<file path="src/rtl/dlsc_pkg.sv">
package dlsc_pkg;

   // character codes
   localparam logic [7:0] CH_PLUS    = 8'h2B;
   localparam logic [7:0] CH_MINUS   = 8'h2D;
   localparam logic [7:0] CH_DOT     = 8'h2E;
   localparam logic [7:0] CH_ZERO    = 8'h30;
   localparam logic [7:0] CH_NINE    = 8'h39;
   localparam logic [7:0] CH_UPPER_A = 8'h41;
   localparam logic [7:0] CH_UPPER_Z = 8'h5A;
   localparam logic [7:0] CASE_SHIFT = 8'h20;
   localparam logic [7:0] CH_A       = 8'h61;
   localparam logic [7:0] CH_E       = 8'h65;
   localparam logic [7:0] CH_F       = 8'h66;
   localparam logic [7:0] CH_I       = 8'h69;
   localparam logic [7:0] CH_N       = 8'h6E;
   localparam logic [7:0] CH_T       = 8'h74;
   localparam logic [7:0] CH_Y       = 8'h79;
   localparam logic [7:0] CH_NONE    = 8'h00;

   // word match progress: 1..3 walk "nan", 4..11 walk "infinity" (length + 3)
   localparam logic [3:0] WP_NONE      = 4'd0;
   localparam logic [3:0] WP_NAN_N     = 4'd1;
   localparam logic [3:0] WP_NAN_NA    = 4'd2;
   localparam logic [3:0] WP_NAN_DONE  = 4'd3;
   localparam logic [3:0] WP_INF_I     = 4'd4;
   localparam logic [3:0] WP_INF_DONE  = 4'd6;
   localparam logic [3:0] WP_INFTY_LST = 4'd10;
   localparam logic [3:0] WP_INFTY_END = 4'd11;

   localparam logic [1:0] DOTS_MAX     = 2'd2;
   localparam logic [1:0] EXP_DIG_MAX  = 2'd3;

   typedef enum logic [2:0] {
      PH_START    = 3'd0,
      PH_SIGN     = 3'd1,
      PH_WORD     = 3'd2,
      PH_COEF     = 3'd3,
      PH_EXP_E    = 3'd4,
      PH_EXP_SIGN = 3'd5,
      PH_EXP_DIG  = 3'd6
   } phase_type;

   typedef enum logic [1:0] {
      V_KEEP    = 2'd0,
      V_CLEAR   = 2'd1,
      V_INVALID = 2'd2
   } verdict_type;

   // one input word as held in the input register
   typedef struct packed {
      logic [7:0] ch;
      logic       last;
   } req_word_type;

   // control between the output side and the scanner
   typedef struct packed {
      logic        fire;
      logic        last;
      verdict_type verdict;
   } scan_out_type;

endpackage

</file>
<file path="src/rtl/decimal_literal_syntax_checker_top.sv">
// Path: a last character goes into the input register, and its verdict is loaded
//   into the result register once that register is free (input register, then result register).
// Throughput: one character per cycle, set by the scanner's state update; only a
//   last character waits, while an untaken verdict blocks the result register.
// Reset: synchronous, active high; clears both registers' valid bits and puts the
//   scanner at the start of a string.
module decimal_literal_syntax_checker_top
   import dlsc_pkg::*;
(
   input  logic       clock,
   input  logic       reset,
   input  logic       req_valid,
   output logic       req_stall,
   input  logic [7:0] req_ch,
   input  logic       req_last,
   output logic       rsp_valid,
   input  logic       rsp_stall,
   output logic [1:0] rsp_verdict
);

   logic         word_valid;
   req_word_type word;
   logic         out_free;
   logic         fire;
   scan_out_type scan_out;

   logic         rsp_valid_ff;
   logic         rsp_valid_in;
   verdict_type  rsp_verdict_ff;

   // a character that ends no string needs no result slot, so only
   // the last character of a string waits on the result register
   assign out_free = !rsp_valid_ff || !rsp_stall;
   assign fire     = word_valid && (!word.last || out_free);

   dlsc_input_stage u_input (
      .clock      (clock),
      .reset      (reset),
      .req_valid  (req_valid),
      .req_stall  (req_stall),
      .req_ch     (req_ch),
      .req_last   (req_last),
      .pop        (fire),
      .word_valid (word_valid),
      .word       (word)
   );

   dlsc_scan u_scan (
      .clock    (clock),
      .reset    (reset),
      .fire     (fire),
      .word     (word),
      .scan_out (scan_out)
   );

   // result register: load on a string end, drop once the word is taken
   always_comb begin
      priority if (scan_out.fire && scan_out.last) begin
         rsp_valid_in = 1'b1;
      end else if (!rsp_stall) begin
         rsp_valid_in = 1'b0;
      end else begin
         rsp_valid_in = rsp_valid_ff;
      end
   end

   always_ff @(posedge clock) begin
      if (reset) begin
         rsp_valid_ff <= 1'b0;
      end else begin
         rsp_valid_ff <= rsp_valid_in;
      end
   end

   always_ff @(posedge clock) begin
      if (scan_out.fire && scan_out.last) begin
         rsp_verdict_ff <= scan_out.verdict;
      end
   end

   assign rsp_valid   = rsp_valid_ff;
   assign rsp_verdict = rsp_verdict_ff;

`ifndef SYNTH
   // stall only while a word sits in the input register
   a_stall_needs_word: assert property (@(posedge clock) disable iff (reset)
      req_stall |-> word_valid)
      else $error("input stalled with empty input register");

   // a string end stays put while the result register is blocked
   a_last_held: assert property (@(posedge clock) disable iff (reset)
      word_valid && word.last && rsp_valid_ff && rsp_stall |=> word_valid && word.last)
      else $error("last character lost while result blocked");

   // a string end always shows up as a result
   a_last_gives_rsp: assert property (@(posedge clock) disable iff (reset)
      fire && word.last |=> rsp_valid_ff)
      else $error("string end produced no result");

   // a character inside a string never creates a result
   a_mid_no_rsp: assert property (@(posedge clock) disable iff (reset)
      !rsp_valid_ff && !(fire && word.last) |=> !rsp_valid_ff)
      else $error("result appeared without a string end");
`endif

endmodule

</file>
<file path="src/rtl/dlsc_input_stage.sv">
module dlsc_input_stage
   import dlsc_pkg::*;
(
   input  logic         clock,
   input  logic         reset,
   input  logic         req_valid,
   output logic         req_stall,
   input  logic [7:0]   req_ch,
   input  logic         req_last,
   input  logic         pop,
   output logic         word_valid,
   output req_word_type word
);

   logic         valid_ff;
   logic         valid_in;
   req_word_type word_ff;
   logic         load;

   assign req_stall  = valid_ff && !pop;
   assign load       = req_valid && !req_stall;
   assign word_valid = valid_ff;
   assign word       = word_ff;

   always_comb begin
      priority if (load) begin
         valid_in = 1'b1;
      end else if (pop) begin
         valid_in = 1'b0;
      end else begin
         valid_in = valid_ff;
      end
   end

   always_ff @(posedge clock) begin
      if (reset) begin
         valid_ff <= 1'b0;
      end else begin
         valid_ff <= valid_in;
      end
   end

   // hold the payload unless a new word comes in
   always_ff @(posedge clock) begin
      if (load) begin
         word_ff.ch   <= req_ch;
         word_ff.last <= req_last;
      end
   end

endmodule

</file>
<file path="src/rtl/dlsc_scan.sv">
module dlsc_scan
   import dlsc_pkg::*;
(
   input  logic         clock,
   input  logic         reset,
   input  logic         fire,
   input  req_word_type word,
   output scan_out_type scan_out
);

   typedef struct packed {
      phase_type   phase;
      logic [3:0]  word_progress;
      logic [1:0]  dots_seen;
      logic        saw_digit;
      logic        all_zero;
      logic        bad;
      logic [1:0]  exp_digits;
   } scan_state_type;

   localparam scan_state_type STATE_RESET = '{
      phase:         PH_START,
      word_progress: WP_NONE,
      dots_seen:     2'd0,
      saw_digit:     1'b0,
      all_zero:      1'b1,
      bad:           1'b0,
      exp_digits:    2'd0
   };

   scan_state_type state_ff;
   scan_state_type state_in;
   scan_state_type nxt;
   logic [7:0]     c;

   function automatic logic is_digit(input logic [7:0] x);
      return (x >= CH_ZERO) && (x <= CH_NINE);
   endfunction

   // expected next letter of the word under match
   function automatic logic [7:0] word_char(input logic [3:0] wp);
      logic [7:0] r;
      unique case (wp)
         4'd1:    r = CH_A;
         4'd2:    r = CH_N;
         4'd4:    r = CH_N;
         4'd5:    r = CH_F;
         4'd6:    r = CH_I;
         4'd7:    r = CH_N;
         4'd8:    r = CH_I;
         4'd9:    r = CH_T;
         4'd10:   r = CH_Y;
         default: r = CH_NONE;
      endcase
      return r;
   endfunction

   function automatic scan_state_type take_coef(input scan_state_type s,
                                                input logic [7:0] x);
      scan_state_type r;
      r = s;
      priority if (x == CH_DOT) begin
         if (r.dots_seen < DOTS_MAX) begin
            r.dots_seen = r.dots_seen + 2'd1;
         end
         if (r.dots_seen > 2'd1) begin
            r.bad = 1'b1;
         end
      end else if (is_digit(x)) begin
         r.saw_digit = 1'b1;
         if (x != CH_ZERO) begin
            r.all_zero = 1'b0;
         end
      end else if (r.saw_digit && x == CH_E) begin
         r.phase = PH_EXP_E;
      end else begin
         r.bad = 1'b1;
      end
      return r;
   endfunction

   function automatic scan_state_type take_first(input scan_state_type s,
                                                 input logic [7:0] x);
      scan_state_type r;
      r = s;
      priority if (x == CH_N) begin
         r.phase         = PH_WORD;
         r.word_progress = WP_NAN_N;
      end else if (x == CH_I) begin
         r.phase         = PH_WORD;
         r.word_progress = WP_INF_I;
      end else if (is_digit(x) || x == CH_DOT) begin
         r.phase = PH_COEF;
         r = take_coef(r, x);
      end else begin
         r.bad = 1'b1;
      end
      return r;
   endfunction

   function automatic verdict_type judge(input scan_state_type s);
      verdict_type v;
      v = V_INVALID;
      if (!s.bad) begin
         unique case (s.phase)
            PH_WORD: begin
               if (s.word_progress == WP_NAN_DONE || s.word_progress == WP_INF_DONE ||
                   s.word_progress == WP_INFTY_END) begin
                  v = V_KEEP;
               end
            end
            PH_COEF, PH_EXP_DIG: begin
               if (s.saw_digit) begin
                  v = s.all_zero ? V_CLEAR : V_KEEP;
               end
            end
            default: v = V_INVALID;
         endcase
      end
      return v;
   endfunction

   // fold A..Z to lower case
   always_comb begin
      c = word.ch;
      if (word.ch >= CH_UPPER_A && word.ch <= CH_UPPER_Z) begin
         c = word.ch + CASE_SHIFT;
      end
   end

   always_comb begin
      nxt = state_ff;
      if (!state_ff.bad) begin
         unique case (state_ff.phase)
            PH_START: begin
               if (c == CH_PLUS || c == CH_MINUS) begin
                  nxt.phase = PH_SIGN;
               end else begin
                  nxt = take_first(state_ff, c);
               end
            end
            PH_SIGN: nxt = take_first(state_ff, c);
            PH_WORD: begin
               if (((state_ff.word_progress >= WP_NAN_N &&
                     state_ff.word_progress <= WP_NAN_NA) ||
                    (state_ff.word_progress >= WP_INF_I &&
                     state_ff.word_progress <= WP_INFTY_LST)) &&
                   c == word_char(state_ff.word_progress)) begin
                  nxt.word_progress = state_ff.word_progress + 4'd1;
               end else begin
                  nxt.bad = 1'b1;
               end
            end
            PH_COEF: nxt = take_coef(state_ff, c);
            PH_EXP_E: begin
               priority if (c == CH_PLUS || c == CH_MINUS) begin
                  nxt.phase = PH_EXP_SIGN;
               end else if (is_digit(c)) begin
                  nxt.phase      = PH_EXP_DIG;
                  nxt.exp_digits = 2'd1;
               end else begin
                  nxt.bad = 1'b1;
               end
            end
            PH_EXP_SIGN: begin
               if (is_digit(c)) begin
                  nxt.phase      = PH_EXP_DIG;
                  nxt.exp_digits = 2'd1;
               end else begin
                  nxt.bad = 1'b1;
               end
            end
            PH_EXP_DIG: begin
               if (is_digit(c)) begin
                  if (state_ff.exp_digits < EXP_DIG_MAX) begin
                     nxt.exp_digits = state_ff.exp_digits + 2'd1;
                  end
               end else begin
                  nxt.bad = 1'b1;
               end
            end
            default: nxt.bad = 1'b1;
         endcase
      end
   end

   // drop back to the start of a string after its last character
   always_comb begin
      priority if (!fire) begin
         state_in = state_ff;
      end else if (word.last) begin
         state_in = STATE_RESET;
      end else begin
         state_in = nxt;
      end
   end

   always_ff @(posedge clock) begin
      if (reset) begin
         state_ff <= STATE_RESET;
      end else begin
         state_ff <= state_in;
      end
   end

   assign scan_out.fire    = fire;
   assign scan_out.last    = word.last;
   assign scan_out.verdict = judge(nxt);

endmodule

</file>
<file path="config.mk">
export PLATFORM = sky130hd
export DESIGN_NAME = decimal_literal_syntax_checker_top
export DESIGN_NICKNAME = d
export VERILOG_FILES = /design/src/rtl/dlsc_pkg.sv /design/src/rtl/decimal_literal_syntax_checker_top.sv /design/src/rtl/dlsc_input_stage.sv /design/src/rtl/dlsc_scan.sv
export SDC_FILE = /design/constraint.sdc
export NUM_CORES = 1
export LEC_CHECK = 0
export BUFFER_PORTS_ARGS = -buffer_cell sky130_fd_sc_hd__buf_2
export CORE_MARGIN = 5
export CORE_UTILIZATION = 40
export DETAILED_ROUTE_END_ITERATION = 10
export SLEW_MARGIN = 20
export SYNTH_ARGS = -nofsm -noshare
export SYNTH_HDL_FRONTEND = slang
export SYNTH_SLANG_ARGS = --single-unit
</file>
<file path="constraint.sdc">
create_clock -name clock -period 5 [get_ports clock]
set_clock_uncertainty 0.15 [all_clocks]
set_input_delay 1 -clock clock [delete_from_list [all_inputs] [get_ports clock]]
set_output_delay 1 -clock clock [all_outputs]
set_load 0.02 [all_outputs]
</file>
==> Word level (Yosys, flattened, before mapping) <==
Memories as Yosys holds them, arrays and structs flattened. A register that Yosys moved wholly into a read port is not among the register bits.
Cells that the tools add are included.
{ "classes": {"add_sub_neg": 4, "n_mul": 0, "n_div": 0, "order_cmp": 13, "n_eq_ne": 37, "shift": 0, "mux": 75, "bitwise_logic": 0, "reduce_logical": 30} }
{ "ops": {"columns": ["operator", "n"], "rows": [
  ["7-bit two-way mux", 8],
  ["2-bit two-way mux", 22],
  ["11-bit two-way mux", 3],
  ["3-bit two-way mux", 10],
  ["14-bit two-way mux", 2],
  ["8-bit by 6-bit equality test with 1-bit output, second input constant", 3],
  ["8-bit by 7-bit equality test with 1-bit output, second input constant", 3],
  ["8-bit two-way mux", 3],
  ["4-bit one-hot mux with 3 select lines", 2],
  ["3-bit by 2-bit inequality test with 1-bit output, second input constant", 7],
  ["1-bit two-way mux", 18],
  ["3-bit inequality test, second input constant", 6],
  ["3-bit one-hot mux with 5 select lines", 1],
  ["13-bit AND reduction", 1],
  ["3-bit by 2-bit equality test with 1-bit output, second input constant", 4],
  ["3-bit equality test, second input constant", 4],
  ["4-bit two-way mux", 3],
  ["1-bit logical AND", 10],
  ["2-bit one-hot mux with 5 select lines", 1],
  ["8-bit by 6-bit adder with 8-bit output, second input constant", 1],
  ["8-bit equality test", 1],
  ["8-bit by 6-bit greater-or-equal comparator with 1-bit output, second input constant", 1],
  ["8-bit by 7-bit greater-or-equal comparator with 1-bit output, second input constant", 1],
  ["8-bit by 6-bit less-or-equal comparator with 1-bit output, second input constant", 1],
  ["25 further kinds", 43]
]} }
{ "word_totals": {"register_bits": 27, "latch_bits": 0, "ram_bits": 0, "romBits": 112, "inputBits": 13, "out_inout_bits": 4, "word_cells": 172, "n_memories": 1} }
{ "mem_list": {"columns": ["memory", "depth", "word_bits", "rd", "rd_clocked_by_memory_dff", "wr", "line_no", "rtl"], "rows": [
  ["(name not given)", 16, 7, 1, 1, 0, "dlsc_scan.sv:43", "unique case (wp)"]
]} }

==> Depth between registers and ports, before layout <==
{ "logic_depth": {"ltp_word": 26, "depth_mapped": 13, "mapped_depth_nobuf": 13} }

==> Hierarchy <==
A second synthesis with hierarchy kept.
{ "hier_totals": {"cells_unflattened": 263, "hier_area_um2": 2218.4} }
{ "modules_own_cells": {"columns": ["mod", "n_inst", "cells_per_inst", "area_per_inst_um2", "seq_area_each_um2"], "rows": [
  ["dlsc_scan", 1, 242, 1790.5, 360.3],
  ["dlsc_input_stage", 1, 13, 320.3, 290.3],
  ["decimal_literal_syntax_checker_top", 1, 8, 107.6, 80.1]
]} }

==> Worst setup path after synthesis <==
No wires, ideal clock.
{ "synth_timing": {"kind": "reg2reg", "startpoint": "register u_input.word_ff (netlist bit u_input.word[3])", "endpoint": "register with a tool-made name", "setup_time_ns": 0.064, "t_arrival_ns": 3.384, "required_ns": 4.786, "path_slack_ns": 1.402, "path_stages_with_launch": 13, "path_buffers": 1, "path_cell_list": "edfxtp_1 -> buf_6 -> or4_4 -> o221a_4 -> and3_4 -> or4_1 -> o221ai_1 -> a31oi_1 -> nor2_1 -> inv_1 -> ha_1 -> or4b_1 -> nand4_1"} }
{ "synth_rtl": {"columns": ["element", "line_no", "rtl"], "rows": [
  ["start: declaration", "dlsc_input_stage.sv:17", "req_word_type word_ff;"]
]} }

==> Implementation_results.wiki <==
{| class="wikitable"
! Metric !! Value
|-
| Area growth, synth to finish || 8.467%
|-
| Worst Setup Slack post-DPL || 1.152 ns
|-
| Number of port buffers || 16
|-
| Fmax || 259.3 MHz
|-
| Clock edge transition at the registers on the reported setup and hold paths || 0.07 ns
|-
| Count of standard-cell rows || 27
|-
| Vias/cell || about 5.9
|-
| CP top delay family || simple AND/OR/NAND/NOR gates
|-
| Final core utilization || 43.89%
|-
| Setup repair after global routing missed its margin || no
|-
| Max-capacitance violation count || 0
|-
| Worst max-slew margin expressed relative to the limit || 43.14%
|-
| Outcome || finished, final reports clean
|-
| Residual overflow from global routing || 0
|-
| Post-synthesis share of cell area spent on xor and xnor gates || approximately 2.8%
|-
| Vias in the first global route || 1931
|-
| Combinational family with the most area after synthesis || simple AND/OR/NAND/NOR gates
|-
| Clock sinks || 31
|-
| Top_reg_cell synth || sky130_fd_sc_hd__dfxtp_1
|-
| P per Cell Area || roughly 220 mW/mm^2
|-
| H-tree levels || 2
|-
| Summed area of non-filler cells in the final layout || 0.002372 sq mm
|-
| Buffering stage count on the worst path with inverters included || 1
|-
| Number of CTS-inserted buffers || 5
|-
| Gate count of the mapped netlist || 260
|-
| Length of the first detailed-routing pass in iterations || 4
|-
| Setup violation total in the final timing report || 0
|-
| First-pass GRT wire length || around 9.1 mm
|-
| Root Buffer || sky130_fd_sc_hd__clkbuf_8
|-
| Depth of the critical timing path with buffers and inverters included || 11
|-
| Height of the chip || ~84 microns
|-
| Number of buffers inserted for hold repair after clock tree synthesis || 0
|-
| Simple-gate share of the synthesized area || between 20% and 30%
|-
| Final Total Pwr || 0.5216 mW
|-
| Synth Area in Compound Gates || 22.77%
|-
| Die Area || just over 0.007 sq mm
|-
| Violation count after the first detailed-routing iteration || 111
|-
| Least-Margin Pin Slew || 0.8497 ns
|-
| Sequential cell area fraction in the yosys report || 33.41%
|-
| Total DRC errors in the routed layout || 0
|-
| Die outline width || between 80 and 90 microns
|-
| Period utilisation layout || 77.12%
|-
| Post-layout nets || 294
|-
| Fraction of layout cells with a size suffix above 1 || 11.07%
|-
| Slowest library cell on the worst path || sky130_fd_sc_hd__or4_4
|-
| Setup Fix Bufs, Post-CTS || 0
|-
| Shortest period the worst path allows || 3.856 ns
|-
| Worst path setup slack after routing || 1.144 ns
|-
| Tightest hold margin || 0.3151 ns
|-
| Adder and majority cell fraction of the synthesized area || 6.293%
|-
| EDFF count, synth || 11
|-
| Syn Area/Cell || around 8.4 sq um
|-
| Reported leakage power || 0.9000 nW
|-
| Number of cells traversed by the worst hold path || 2
|-
| Endpoint kind of the worst setup timing path || register
|-
| Cell variety after synth || 59
|-
| Crit-path max cell delay || 0.61 ns
|-
| Total inserted antenna cells || 0
|-
| Post-Route WL || 5.313 mm
|-
| Starting density of the core || approximately 40%
|-
| Final-report hold violation count || 0
|-
| Post-route non-filler standard cell count || 343
|-
| Maximum fanout encountered on the critical timing path || 9
|-
| Wire length per cell after detailed routing || approximately 15 microns
|-
| Classification of the worst-slack hold path || register to register
|-
| Number of slew-limit violations in the final report || 0
|-
| Worst Setup Start Kind || register
|-
| Maximum number of pins on one net before global-route repair || 22
|-
| Syn nets || about 280
|-
| Critical path class || register to register
|-
| Setup TNS || 0 ns
|-
| Detail Route Antenna Nets || 0
|-
| Share of cell area taken by muxes after synthesis || 1.373%
|-
| Core region area || 0.005405 sq mm
|-
| Clock buffer depth || 2
|-
| HPWL after detailed placement || 4.124 mm
|-
| Data arrival at the endpoint of the critical path || 3.93 ns
|-
| GRT Overall Usage || roughly 16%
|-
| FFs w/ async S/R, synth || 0%
|-
| CP cell instances || or4_4 -> o221a_4 -> and3_4 -> or4_1 -> o221ai_1 -> a31oi_1 -> nor2_1 -> inv_1 -> ha_1 -> or4b_1 -> nand4_1
|-
| IO Count || 17
|-
| Post_cts resized || 0
|-
| Cell total after placement || roughly 340
|-
| Initial antenna violation count || 0
|-
| R2R depth || 11
|-
| Routed via count || ~2.0k
|-
| Final GP Congestion || roughly 0.9
|-
| Yosys warning count || 0
|-
| CP Data Required Time || around 5.1 ns
|-
| Netlist Area Pre-Place || around 0.0022 sq mm
|-
| Number of synthesized register bits || 31
|-
| TritonCTS clock tree || built
|-
| Worst VDD drop || 97.33 uV
|-
| Clock latency reported for the late side of the worst-skew pair || 0.28 ns
|-
| Post-DP Area || around 0.0023 sq mm
|}
area by class of cell:
cell class                      instances  area (sq um)
Tap cell                               72         90.09
Timing Repair Buffer                   16         80.08
Fill cell                             567          3033
Sequential cell                        31         730.7
Inverter                               12         45.04
Multi-Input combinational cell        204          1345
Clock inverter                          1         5.005
Clock buffer                            7         76.32
where the power goes:
part,internal [mW],total (mW),switching (mW)
logic,0.0211,0.0541,0.0331
clock network,0.0975,0.189,0.0915
registers,0.268,0.278,0.0104
cell usage in the layout (no fill, tap or decap), types with 6 or more instances in the layout:
cell,netlist,final
sky130_fd_sc_hd__o21ai_0,12,12
sky130_fd_sc_hd__inv_1,12,12
sky130_fd_sc_hd__nor3_1,7,7
sky130_fd_sc_hd__a21oi_1,8,8
sky130_fd_sc_hd__nor2_1,25,25
sky130_fd_sc_hd__nand4_1,7,7
sky130_fd_sc_hd__nand2_1,27,27
sky130_fd_sc_hd__buf_2,2,16
sky130_fd_sc_hd__xor2_1,6,6
sky130_fd_sc_hd__ha_1,11,11
sky130_fd_sc_hd__nand3_1,11,11
sky130_fd_sc_hd__edfxtp_1,11,11
sky130_fd_sc_hd__dfxtp_1,20,20
synth_stat cells (all sizes together), types with 3 or more instances:
master | number | area [sq um]
nand2 | 27 | 101.4
nor2 | 25 | 93.84
dfxtp | 20 | 400.4
o21ai | 13 | 65.06
inv | 12 | 45.04
edfxtp | 11 | 330.3
ha | 11 | 137.6
nand3 | 11 | 55.05
a21oi | 9 | 48.80
clkbuf | 9 | 33.78
nand4 | 7 | 43.79
nor3 | 7 | 35.03
xor2 | 6 | 52.55
a211oi | 5 | 37.54
nor2b | 5 | 31.28
o2111ai | 5 | 43.79
o211ai | 5 | 42.54
and2 | 4 | 25.02
buf | 4 | 32.53
nand2b | 4 | 25.02
o221ai | 4 | 35.03
or3 | 4 | 25.02
or4 | 4 | 37.53
and3 | 3 | 23.77
mux2i | 3 | 30.03
nor4 | 3 | 18.77
o211a | 3 | 30.03
cells by family after synthesis:
| kind of cell | count (synthesis) |
|---|---|
| simple gates | 116 |
| fa+ha+maj | 11 |
| compound gates | 67 |
| mux | 3 |
| flops | 31 |
| xor+xnor | 7 |
| buf+inv | 25 |
layer usage:
layer	vias up	track usage, %	share of wire [%]
li1	994	-	-
met1	951	20.02	45
met2	51	26.68	49
met3	12	3.850	3.9
met4	0	6.433	2.7
met5	-	0	0
tightest hold or removal path, cell delays in order, from the launching register on:
cell and delay [ns]:
sky130_fd_sc_hd__dfxtp_1 0.31, sky130_fd_sc_hd__o21ai_0 0.06, sky130_fd_sc_hd__nand2_1 0.05
final timing paths:
path | from | to | slack, ns
setup reg to reg | u_input.word[3] | register | 1.14
hold reg to reg | u_scan.state_ff[3] | u_scan.state_ff[3] | 0.32
setup / recovery | u_input.word[3] | register | 1.14
hold / removal | u_scan.state_ff[3] | u_scan.state_ff[3] | 0.32
Note: power is estimated with default switching activity, not from simulation.
